$ cat config.mk
export PLATFORM = sky130hd
export DESIGN_NAME = mac_rewrite_frame_classifier_top
export DESIGN_NICKNAME = d
export VERILOG_FILES = /design/src/hw/rtl/mrfc_pkg.sv /design/src/hw/rtl/mac_rewrite_frame_classifier_top.sv
export SDC_FILE = /design/constraint.sdc
export NUM_CORES = 1
export LEC_CHECK = 0
export ABC_AREA = 1
export BUFFER_PORTS_ARGS = -buffer_cell sky130_fd_sc_hd__buf_2
export CAP_MARGIN = 10
export CORE_MARGIN = 2
export CORE_UTILIZATION = 55
export CTS_CLUSTER_DIAMETER = 120
export DETAILED_ROUTE_END_ITERATION = 8
export MAX_ROUTING_LAYER = met4
export PLACE_DENSITY_LB_ADDON = 0.15
export SYNTH_ARGS = -nofsm -noshare
export SYNTH_HDL_FRONTEND = slang
export SYNTH_SLANG_ARGS = --single-unit
$ cat constraint.sdc
create_clock -name clk -period 14.6 [get_ports clk]
set_input_delay 3.65 -clock clk [delete_from_list [all_inputs] [get_ports clk]]
set_output_delay 3.65 -clock clk [all_outputs]
set_load 0.02 [all_outputs]
$ cat src/hw/rtl/mrfc_pkg.sv
// Package for the MAC rewrite frame classifier: payload types, register indexes, constants.
package mrfc_pkg;

	// Filter entries that the port list can hold
	localparam int MAX_FILTER_PORTS = 4;
	localparam int PORT_W           = 16;
	localparam int MAC_W            = 48;
	localparam int IP_W             = 32;
	localparam int LEN_W            = 11;
	localparam int MODE_W           = 3;
	localparam int FCOUNT_W         = 3;
	localparam int CFG_IDX_W        = 4;
	localparam int CFG_DATA_W       = 64;

	// Register indexes on the configuration channel
	localparam logic [CFG_IDX_W-1:0] REG_MIDDLE_MAC   = 4'd0;
	localparam logic [CFG_IDX_W-1:0] REG_REMOTE_MAC   = 4'd1;
	localparam logic [CFG_IDX_W-1:0] REG_GATEWAY_MAC  = 4'd2;
	localparam logic [CFG_IDX_W-1:0] REG_LOCAL_MAC    = 4'd3;
	localparam logic [CFG_IDX_W-1:0] REG_REMOTE_IP    = 4'd4;
	localparam logic [CFG_IDX_W-1:0] REG_MODE_BITS    = 4'd5;
	localparam logic [CFG_IDX_W-1:0] REG_FILTER_PORTS = 4'd6;
	localparam logic [CFG_IDX_W-1:0] REG_FILTER_COUNT = 4'd7;

	// Mode bit positions
	localparam int MODE_FORWARD  = 0;
	localparam int MODE_REDIRECT = 1;
	localparam int MODE_OWNMAC   = 2;

	// Register reset values
	localparam logic [MAC_W-1:0]  MIDDLE_MAC_RST = 48'h0200_0000_0000;
	localparam logic [MODE_W-1:0] MODE_BITS_RST  = 3'd1;

	// Frame constants
	localparam logic [PORT_W-1:0] ETYPE_IPV4   = 16'h0800;
	localparam logic [LEN_W-1:0]  IPV4_MIN_LEN = 11'd33;
	localparam logic [LEN_W-1:0]  ETH_MIN_LEN  = 11'd14;

	// Result action codes
	localparam logic ACT_DROP    = 1'b0;
	localparam logic ACT_FORWARD = 1'b1;

	typedef struct packed {
		logic [MAC_W-1:0]  dest_mac;
		logic [MAC_W-1:0]  source_mac;
		logic [PORT_W-1:0] ether_type;
		logic [IP_W-1:0]   ip_dest;
		logic [PORT_W-1:0] l4_src_port;
		logic [PORT_W-1:0] l4_dst_port;
		logic [LEN_W-1:0]  frame_length;
		logic              same_interface;
	} frame_req_t;

	typedef struct packed {
		logic             action;
		logic [MAC_W-1:0] new_dest_mac;
		logic [MAC_W-1:0] new_source_mac;
	} frame_res_t;

endpackage

$ cat src/hw/rtl/mac_rewrite_frame_classifier_top.sv
// Top level of the MAC rewrite frame classifier: input register, decision logic, result register.
// A request is captured in the input register, decided combinationally, and its result is
// held in the result register, which drives out_valid and out_data.
// Throughput: one request per cycle; the single decision stage between the input register
// and the result register sets this, and in_ready drops only when both are full and
// out_ready is low.
// Reset: arst_n clears both valid flags and loads the register reset values
// (middle_mac 0x020000000000, mode_bits 1, all others 0); cfg_ready is always high.
module mac_rewrite_frame_classifier_top (
	input  logic                          clk,
	input  logic                          arst_n,
	input  logic                          in_valid,
	output logic                          in_ready,
	input  mrfc_pkg::frame_req_t          in_data,
	output logic                          out_valid,
	input  logic                          out_ready,
	output mrfc_pkg::frame_res_t          out_data,
	input  logic                          cfg_valid,
	output logic                          cfg_ready,
	input  logic [mrfc_pkg::CFG_IDX_W-1:0]  cfg_index,
	input  logic [mrfc_pkg::CFG_DATA_W-1:0] cfg_data
);
	import mrfc_pkg::*;

	// Configuration registers
	logic [MAC_W-1:0]                   middle_mac_q;
	logic [MAC_W-1:0]                   remote_mac_q;
	logic [MAC_W-1:0]                   gateway_mac_q;
	logic [MAC_W-1:0]                   local_mac_q;
	logic [IP_W-1:0]                    remote_ip_q;
	logic [MODE_W-1:0]                  mode_bits_q;
	logic [MAX_FILTER_PORTS*PORT_W-1:0] filter_ports_q;
	logic [FCOUNT_W-1:0]                filter_count_q;

	// Pipeline registers
	frame_req_t req_s1;
	logic       req_valid_s1;
	frame_res_t res_s2;
	logic       res_valid_s2;

	// Decision signals
	logic       s2_ready;
	logic       fwd_en;
	logic       redir_en;
	logic       ownmac_en;
	logic       is_ipv4;
	logic       from_gw;
	logic       filter_on;
	logic       hit;
	frame_res_t res_d;

	assign cfg_ready = 1'b1;

	// Write configuration registers; ignore unknown indexes
	always_ff @(posedge clk or negedge arst_n) begin
		if (!arst_n) begin
			middle_mac_q   <= MIDDLE_MAC_RST;
			remote_mac_q   <= '0;
			gateway_mac_q  <= '0;
			local_mac_q    <= '0;
			remote_ip_q    <= '0;
			mode_bits_q    <= MODE_BITS_RST;
			filter_ports_q <= '0;
			filter_count_q <= '0;
		end else if (cfg_valid && cfg_ready) begin
			case (cfg_index)
				REG_MIDDLE_MAC:   middle_mac_q   <= cfg_data[MAC_W-1:0];
				REG_REMOTE_MAC:   remote_mac_q   <= cfg_data[MAC_W-1:0];
				REG_GATEWAY_MAC:  gateway_mac_q  <= cfg_data[MAC_W-1:0];
				REG_LOCAL_MAC:    local_mac_q    <= cfg_data[MAC_W-1:0];
				REG_REMOTE_IP:    remote_ip_q    <= cfg_data[IP_W-1:0];
				REG_MODE_BITS:    mode_bits_q    <= cfg_data[MODE_W-1:0];
				REG_FILTER_PORTS: filter_ports_q <= cfg_data[MAX_FILTER_PORTS*PORT_W-1:0];
				REG_FILTER_COUNT: filter_count_q <= cfg_data[FCOUNT_W-1:0];
				default: ;
			endcase
		end
	end

	// Handshake: each stage advances when the stage after it can take a request
	assign s2_ready  = !res_valid_s2 || out_ready;
	assign in_ready  = !req_valid_s1 || s2_ready;
	assign out_valid = res_valid_s2;
	assign out_data  = res_s2;

	// Hold valid flags
	always_ff @(posedge clk or negedge arst_n) begin
		if (!arst_n) begin
			req_valid_s1 <= 1'b0;
			res_valid_s2 <= 1'b0;
		end else begin
			if (in_ready) begin
				req_valid_s1 <= in_valid;
			end
			if (s2_ready) begin
				res_valid_s2 <= req_valid_s1;
			end
		end
	end

	// Capture payloads
	always_ff @(posedge clk) begin
		if (in_ready && in_valid) begin
			req_s1 <= in_data;
		end
		if (s2_ready && req_valid_s1) begin
			res_s2 <= res_d;
		end
	end

	// Decode mode and frame type
	assign fwd_en    = mode_bits_q[MODE_FORWARD];
	assign redir_en  = mode_bits_q[MODE_REDIRECT];
	assign ownmac_en = mode_bits_q[MODE_OWNMAC];
	assign is_ipv4   = (req_s1.ether_type == ETYPE_IPV4) && (req_s1.frame_length > IPV4_MIN_LEN);
	assign from_gw   = (req_s1.source_mac == gateway_mac_q);
	// A count above the table size behaves as the table size
	assign filter_on = (filter_count_q != '0) && is_ipv4;

	// Match either L4 port against the entries in use
	always_comb begin
		hit = 1'b0;
		for (int k = 0; k < MAX_FILTER_PORTS; k++) begin
			if (FCOUNT_W'(k) < filter_count_q) begin
				if (filter_ports_q[k*PORT_W +: PORT_W] == req_s1.l4_src_port ||
				    filter_ports_q[k*PORT_W +: PORT_W] == req_s1.l4_dst_port) begin
					hit = 1'b1;
				end
			end
		end
	end

	// Decide drop or rewrite, in priority order
	always_comb begin
		res_d = '{action: ACT_DROP, new_dest_mac: '0, new_source_mac: '0};
		if (req_s1.frame_length < ETH_MIN_LEN || !req_s1.same_interface) begin
			res_d.action = ACT_DROP;
		end else if ((!fwd_en && filter_count_q == '0 && !redir_en) ||
		             req_s1.dest_mac != middle_mac_q) begin
			res_d.action = ACT_DROP;
		end else if (ownmac_en && is_ipv4 && from_gw && req_s1.ip_dest != remote_ip_q) begin
			res_d.action = ACT_DROP;
		end else if (filter_on && (fwd_en == hit)) begin
			// Caught by the filter: redirect to the local MAC or drop
			if (redir_en) begin
				res_d = '{action: ACT_FORWARD, new_dest_mac: local_mac_q,
				          new_source_mac: middle_mac_q};
			end
		end else if (from_gw) begin
			res_d = '{action: ACT_FORWARD, new_dest_mac: remote_mac_q,
			          new_source_mac: middle_mac_q};
		end else if (req_s1.source_mac == remote_mac_q) begin
			res_d = '{action: ACT_FORWARD, new_dest_mac: gateway_mac_q,
			          new_source_mac: middle_mac_q};
		end else if (req_s1.source_mac == local_mac_q) begin
			res_d = '{action: ACT_FORWARD, new_dest_mac: remote_mac_q,
			          new_source_mac: middle_mac_q};
		end
	end

	// A dropped result carries zero addresses
	a_drop_zero: assert property (@(posedge clk) disable iff (!arst_n)
		out_valid && out_data.action == ACT_DROP |->
		out_data.new_dest_mac == '0 && out_data.new_source_mac == '0)
		else $error("dropped result with nonzero MAC");

	// Stall input when both stages are full and the result is not taken
	a_full_stall: assert property (@(posedge clk) disable iff (!arst_n)
		req_valid_s1 && res_valid_s2 && !out_ready |-> !in_ready)
		else $error("request taken while pipeline is full");

	// An accepted request lands in the input register
	a_accept_s1: assert property (@(posedge clk) disable iff (!arst_n)
		in_valid && in_ready |=> req_valid_s1)
		else $error("accepted request lost from input register");

	// A request in the input register moves on to the result register when that stage can take it
	a_s1_to_s2: assert property (@(posedge clk) disable iff (!arst_n)
		req_valid_s1 && s2_ready |=> res_valid_s2)
		else $error("request lost between stages");

endmodule
Word-level counts from Yosys, hierarchy flattened
Cells that the tools add are included.
W data, S select, Z words.
- bits in registers: 581
- input port bits: 261
- output and inout bits: 100
- logic and storage cells: 97
- magnitude comparators: 6
- equality and inequality tests: 22
- muxes and demuxes: 13
- reductions and logical operators: 35
- operators by type and width (cell ; number):
    $mux W97 ; 5
    $eq A48 B48 Y1 ; 3
    $eq A16 B16 Y1 ; 8
    $ne A48 B48 Y1 ; 1
    $ne A32 B32 Y1 ; 1
    $eq A16 B12 Y1 const B ; 1
    $eq A4 B3 Y1 const B ; 4
    $reduce_and A2 Y1 ; 8
    $gt A11 B6 Y1 const B ; 1
    $lt A11 B4 Y1 const B ; 1
    $logic_and A1 B1 Y1 ; 10
    $eq A4 B2 Y1 const B ; 2
    $logic_or A1 B1 Y1 ; 8
    $mux W1 ; 8
    $lt A1 B3 Y1 const A ; 2
    $lt A2 B3 Y1 const A ; 2
    $logic_not A1 Y1 ; 5
    $eq A4 B1 Y1 const B ; 1
    $logic_not A4 Y1 ; 1
    $logic_not A3 Y1 ; 1
    $reduce_bool A3 Y1 ; 1
    $reduce_or A3 Y1 ; 1
    $eq A1 B1 Y1 ; 1

Depth between registers and ports, before layout
- word-level depth: 13
- gate-level depth with buffers: 20
- gate-level depth less buffers: 17

Worst setup path after synthesis
Ideal clock, no wire load.
- kind: input -> register
- start point: in out_ready
- end point: reg res_s2 (netlist bit out_data[0]) (enable)
- arrival: 8373 ps
- required time: 14015 ps
- setup slack: 5642 ps
- stages on the path: 2
- buffers on the path: 0
- path through: inv_1 -> a21oi_1
- cells in the longest elaborated chain, start to end: 2
- RTL lines (element ; RTL line ; source):
    start: declaration ; mac_rewrite_frame_classifier_top.sv:16 ; input logic out_ready,
    $logic_or A1 B1 Y1 ; mac_rewrite_frame_classifier_top.sv:81 ; assign s2_ready = !res_valid_s2 || out_ready;
    $logic_and A1 B1 Y1 ; mac_rewrite_frame_classifier_top.sv:106 ; if (s2_ready && req_valid_s1) begin
    end signal: assignment ; mac_rewrite_frame_classifier_top.sv:107 ; res_s2 <= res_d;
    end: declaration ; mac_rewrite_frame_classifier_top.sv:38 ; frame_res_t res_s2;
Every way passes these cells.
A chain may end at the register's enable or synchronous reset.

Worst setup path in the final report
- start point: in out_ready
- end point: out in_ready
- cells in the longest elaborated chain, start to end: 2
- RTL lines (element ; RTL line ; source):
    $logic_or A1 B1 Y1 ; mac_rewrite_frame_classifier_top.sv:81 ;
    $logic_or A1 B1 Y1 ; mac_rewrite_frame_classifier_top.sv:82 ; assign in_ready = !req_valid_s1 || s2_ready;
    end: declaration ; mac_rewrite_frame_classifier_top.sv:13 ; output logic in_ready,
Every way passes these cells.

==> flow_metrics.env <==
export IMPL_syn_area_sq_mm=0.02651
export IMPL_clkLatencyLatePin_ns=0.64
export IMPL_drc_errors=0
export IMPL_grtUsageTotal=0.3395
export IMPL_synthAdderAreaFrac=0
export IMPL_cellLeakagePower_nw=14.00
export IMPL_clk_pin_slew_ns=0.06
export IMPL_finalNetCount=3460
export IMPL_powerDensity_mw_per_mm2=142.4
export IMPL_numCtsBuffers=59
export IMPL_yosys_area_top_type_share=0.3216
export IMPL_stdcell_count=3878
export IMPL_dp_hpwl_um=56180
export IMPL_dp_slack_ns=6.781
export IMPL_hold_start="middle_mac_q[5]"
export IMPL_area_delta_synth_final_pct=15.95
export IMPL_yosysMostFrequentCell="nand2_1"
export IMPL_synth_area_leaders="edfxtp_1 32%, dfrtp_1 28%, nand2_1 13%"
export IMPL_netlist_instances=2873
export IMPL_min_period_ns=7.819
export IMPL_syn_avg_cell_area_sq_um=9.229
export IMPL_ys_top_cells_by_count="925 x nand2_1, 298 x o21ai_0, 294 x dfrtp_1"
export IMPL_slew_violations=0
export IMPL_yosys_warnings=0
export IMPL_globalplace_congestion=0.9262
export IMPL_ir_drop_uv=101.6
export IMPL_synth_edff_count=284
export IMPL_fmax_mhz=127.9
export IMPL_synth_flop_cell="dfrtp_1"
export IMPL_synthXorXnorAreaFrac=0.05682
export IMPL_max_slew_worst_pin_slew_ns=1.163
export IMPL_syn_nets=3134
export IMPL_ctsHoldBuffers=0
export IMPL_rows=80
export IMPL_routed_via_density=5.530
export IMPL_setup_tns_ns=0
export IMPL_ys_seq_elements=580
export IMPL_timing_rr_start="req_s1[116]"
export IMPL_synthSimpleGateAreaFrac=0.2070
export IMPL_period_share=0.5356
export IMPL_relSlewSlack=0.2216
export IMPL_synthArstFlopShare=0.5103
export IMPL_endpoint_kind="output port"
export IMPL_hold_path_class="register to register"
export IMPL_htree_levels=2
export IMPL_postRouteAntennaNets=0
export IMPL_post_cts_resized=0
export IMPL_status="complete, no violations"
export IMPL_grt_max_degree=116
export IMPL_cap_violations=0
export IMPL_grt_pass1_wl_um=121700
export IMPL_die_h_um=223.6
export IMPL_coreArea_sq_mm=0.04765
export IMPL_cp_start_kind="input port"
export IMPL_clock_root_buffer="clkbuf_16"
export IMPL_drt_total_wl_um=82720
export IMPL_synth_area_mux_share=0.0008494
export IMPL_synth_top_family_by_area="simple AND/OR/NAND/NOR gates"
export IMPL_ys_seq_area_frac=0.6011
export IMPL_cp_startpoint="out_ready"
export IMPL_overflow=0
export IMPL_yosysUniqueCellTypes=41
export IMPL_hold_viol=0
export IMPL_cts_tree="built"
export IMPL_finClkSkew_ns=0.02513
export IMPL_via_count=21447
export IMPL_cts_num_sinks=580
export IMPL_wl_per_cell_um=21.33
export IMPL_port_buffers=358
export IMPL_crit_fanout=3
export IMPL_setup_viol_count_final=0
export IMPL_setup_ws_ns=6.781
export IMPL_crit_type="input port to output port"
export IMPL_start_util=0.5565
export IMPL_crit_arrival_ns=4.17
export IMPL_dr_pass1_iters=6
export IMPL_synth_compound_area_frac=0.07989
export IMPL_p_total_mw=4.379
export IMPL_synth_top_cell_by_area="edfxtp_1"
export IMPL_drt_iter0_markers=2264
export IMPL_placed_cells=3753
export IMPL_grt_setup_unrepaired="false"
export IMPL_cp_required_ns=10.95
export IMPL_cts_setup_buffers=0
export IMPL_post_route_cells_drive_above_1_share=0.1625
export IMPL_grt_pass1_vias=20163
export IMPL_die_w_um=223.6
export IMPL_clockBufferDepth=3
export IMPL_grt_antenna_before_repair=15
export IMPL_dieArea_sq_mm=0.04998
export IMPL_io_pins=361
==> cells by family (layout without fill, tap and decap cells) <==
logic type | count (synthesis) | after routing
flops | 580 | 580
buf+inv | 362 | 739
compound gates | 408 | 408
simple gates | 1348 | 1348
other cells | 1 | 14
mux | 2 | 2
xor+xnor | 172 | 172
==> power breakdown <==
part / switching (mW) / total [mW] / internal [mW]
registers: 0.204 / 2.17 / 1.97
logic: 0.445 / 0.713 / 0.268
clock network: 0.643 / 1.50 / 0.853
total: 1.29 / 4.38 / 3.09
==> placed cells by master, fill, tap and decap left out, drive strengths merged, types with 21 or more instances in the layout <==
cell type,count
a21oi,69
buf,376
clkbuf,87
dfrtp,294
edfxtp,284
inv,252
nand2,926
nand3,97
nand4,62
nor2,214
nor3,21
o21ai,307
xnor2,107
xor2,65
==> worst paths after layout <==
kind / depth (start not counted) / slack [ns] / to
setup / recovery: 4 / 6.78 / in_ready
hold / removal: 2 / 0.49 / middle_mac_q[5]
setup reg to reg: 13 / 10.42 / out_data[24]
hold reg to reg: 2 / 0.49 / middle_mac_q[5]
max in group asynchronous: 3 / 9.39 / remote_ip_q[18]
min in group asynchronous: 1 / 3.06 / remote_ip_q[15]
==> state kept, by name (all words and copies together) (netlist names) <==
name,cells
out_valid,1
remote_mac_q,48
filter_ports_q,64
gateway_mac_q,48
middle_mac_q,48
out_data,97
filter_count_q,3
req_s1,187
req_valid_s1,1
local_mac_q,48
mode_bits_q,3
remote_ip_q,32
==> cell type report <==
class	instances	area, sq um
clock buffer	87	1684
multi-input combinational	1931	9205
clock inverter	25	231.5
sequential	580	15940
antenna	13	32.53
timing repair buffer	376	1937
tap	615	769.5
fill	3943	16900
inverter	251	947.2
==> routing by layer <==
metal	wire, um	GRT usage	vias up	part of all wire
li1	-	-	10026	-
met1	33390	0.4575	10204	0.40
met2	38020	0.5075	1048	0.46
met3	7434	0.05653	169	0.090
met4	3877	0.1604	0	0.047
met5	0	-	-	0
==> worst max-delay path, stage by stage <==
cell and delay (ns):
buf_2 0.10, inv_1 0.11, nand3_1 0.13, buf_2 0.19
==> per-stage QoR <==
step                      utilization  hold WS [ns]  cell area (sq um)
after floorplan                     -        0.4471              26510
after global placement         0.6044        0.4656              28800
after detailed placement       0.6044        0.4730              28800
after CTS                      0.6446        0.4878              30710
after global routing           0.6450        0.5154              30730
final                          0.6453        0.4877              30740
Note: power is estimated with default switching activity, not from simulation.
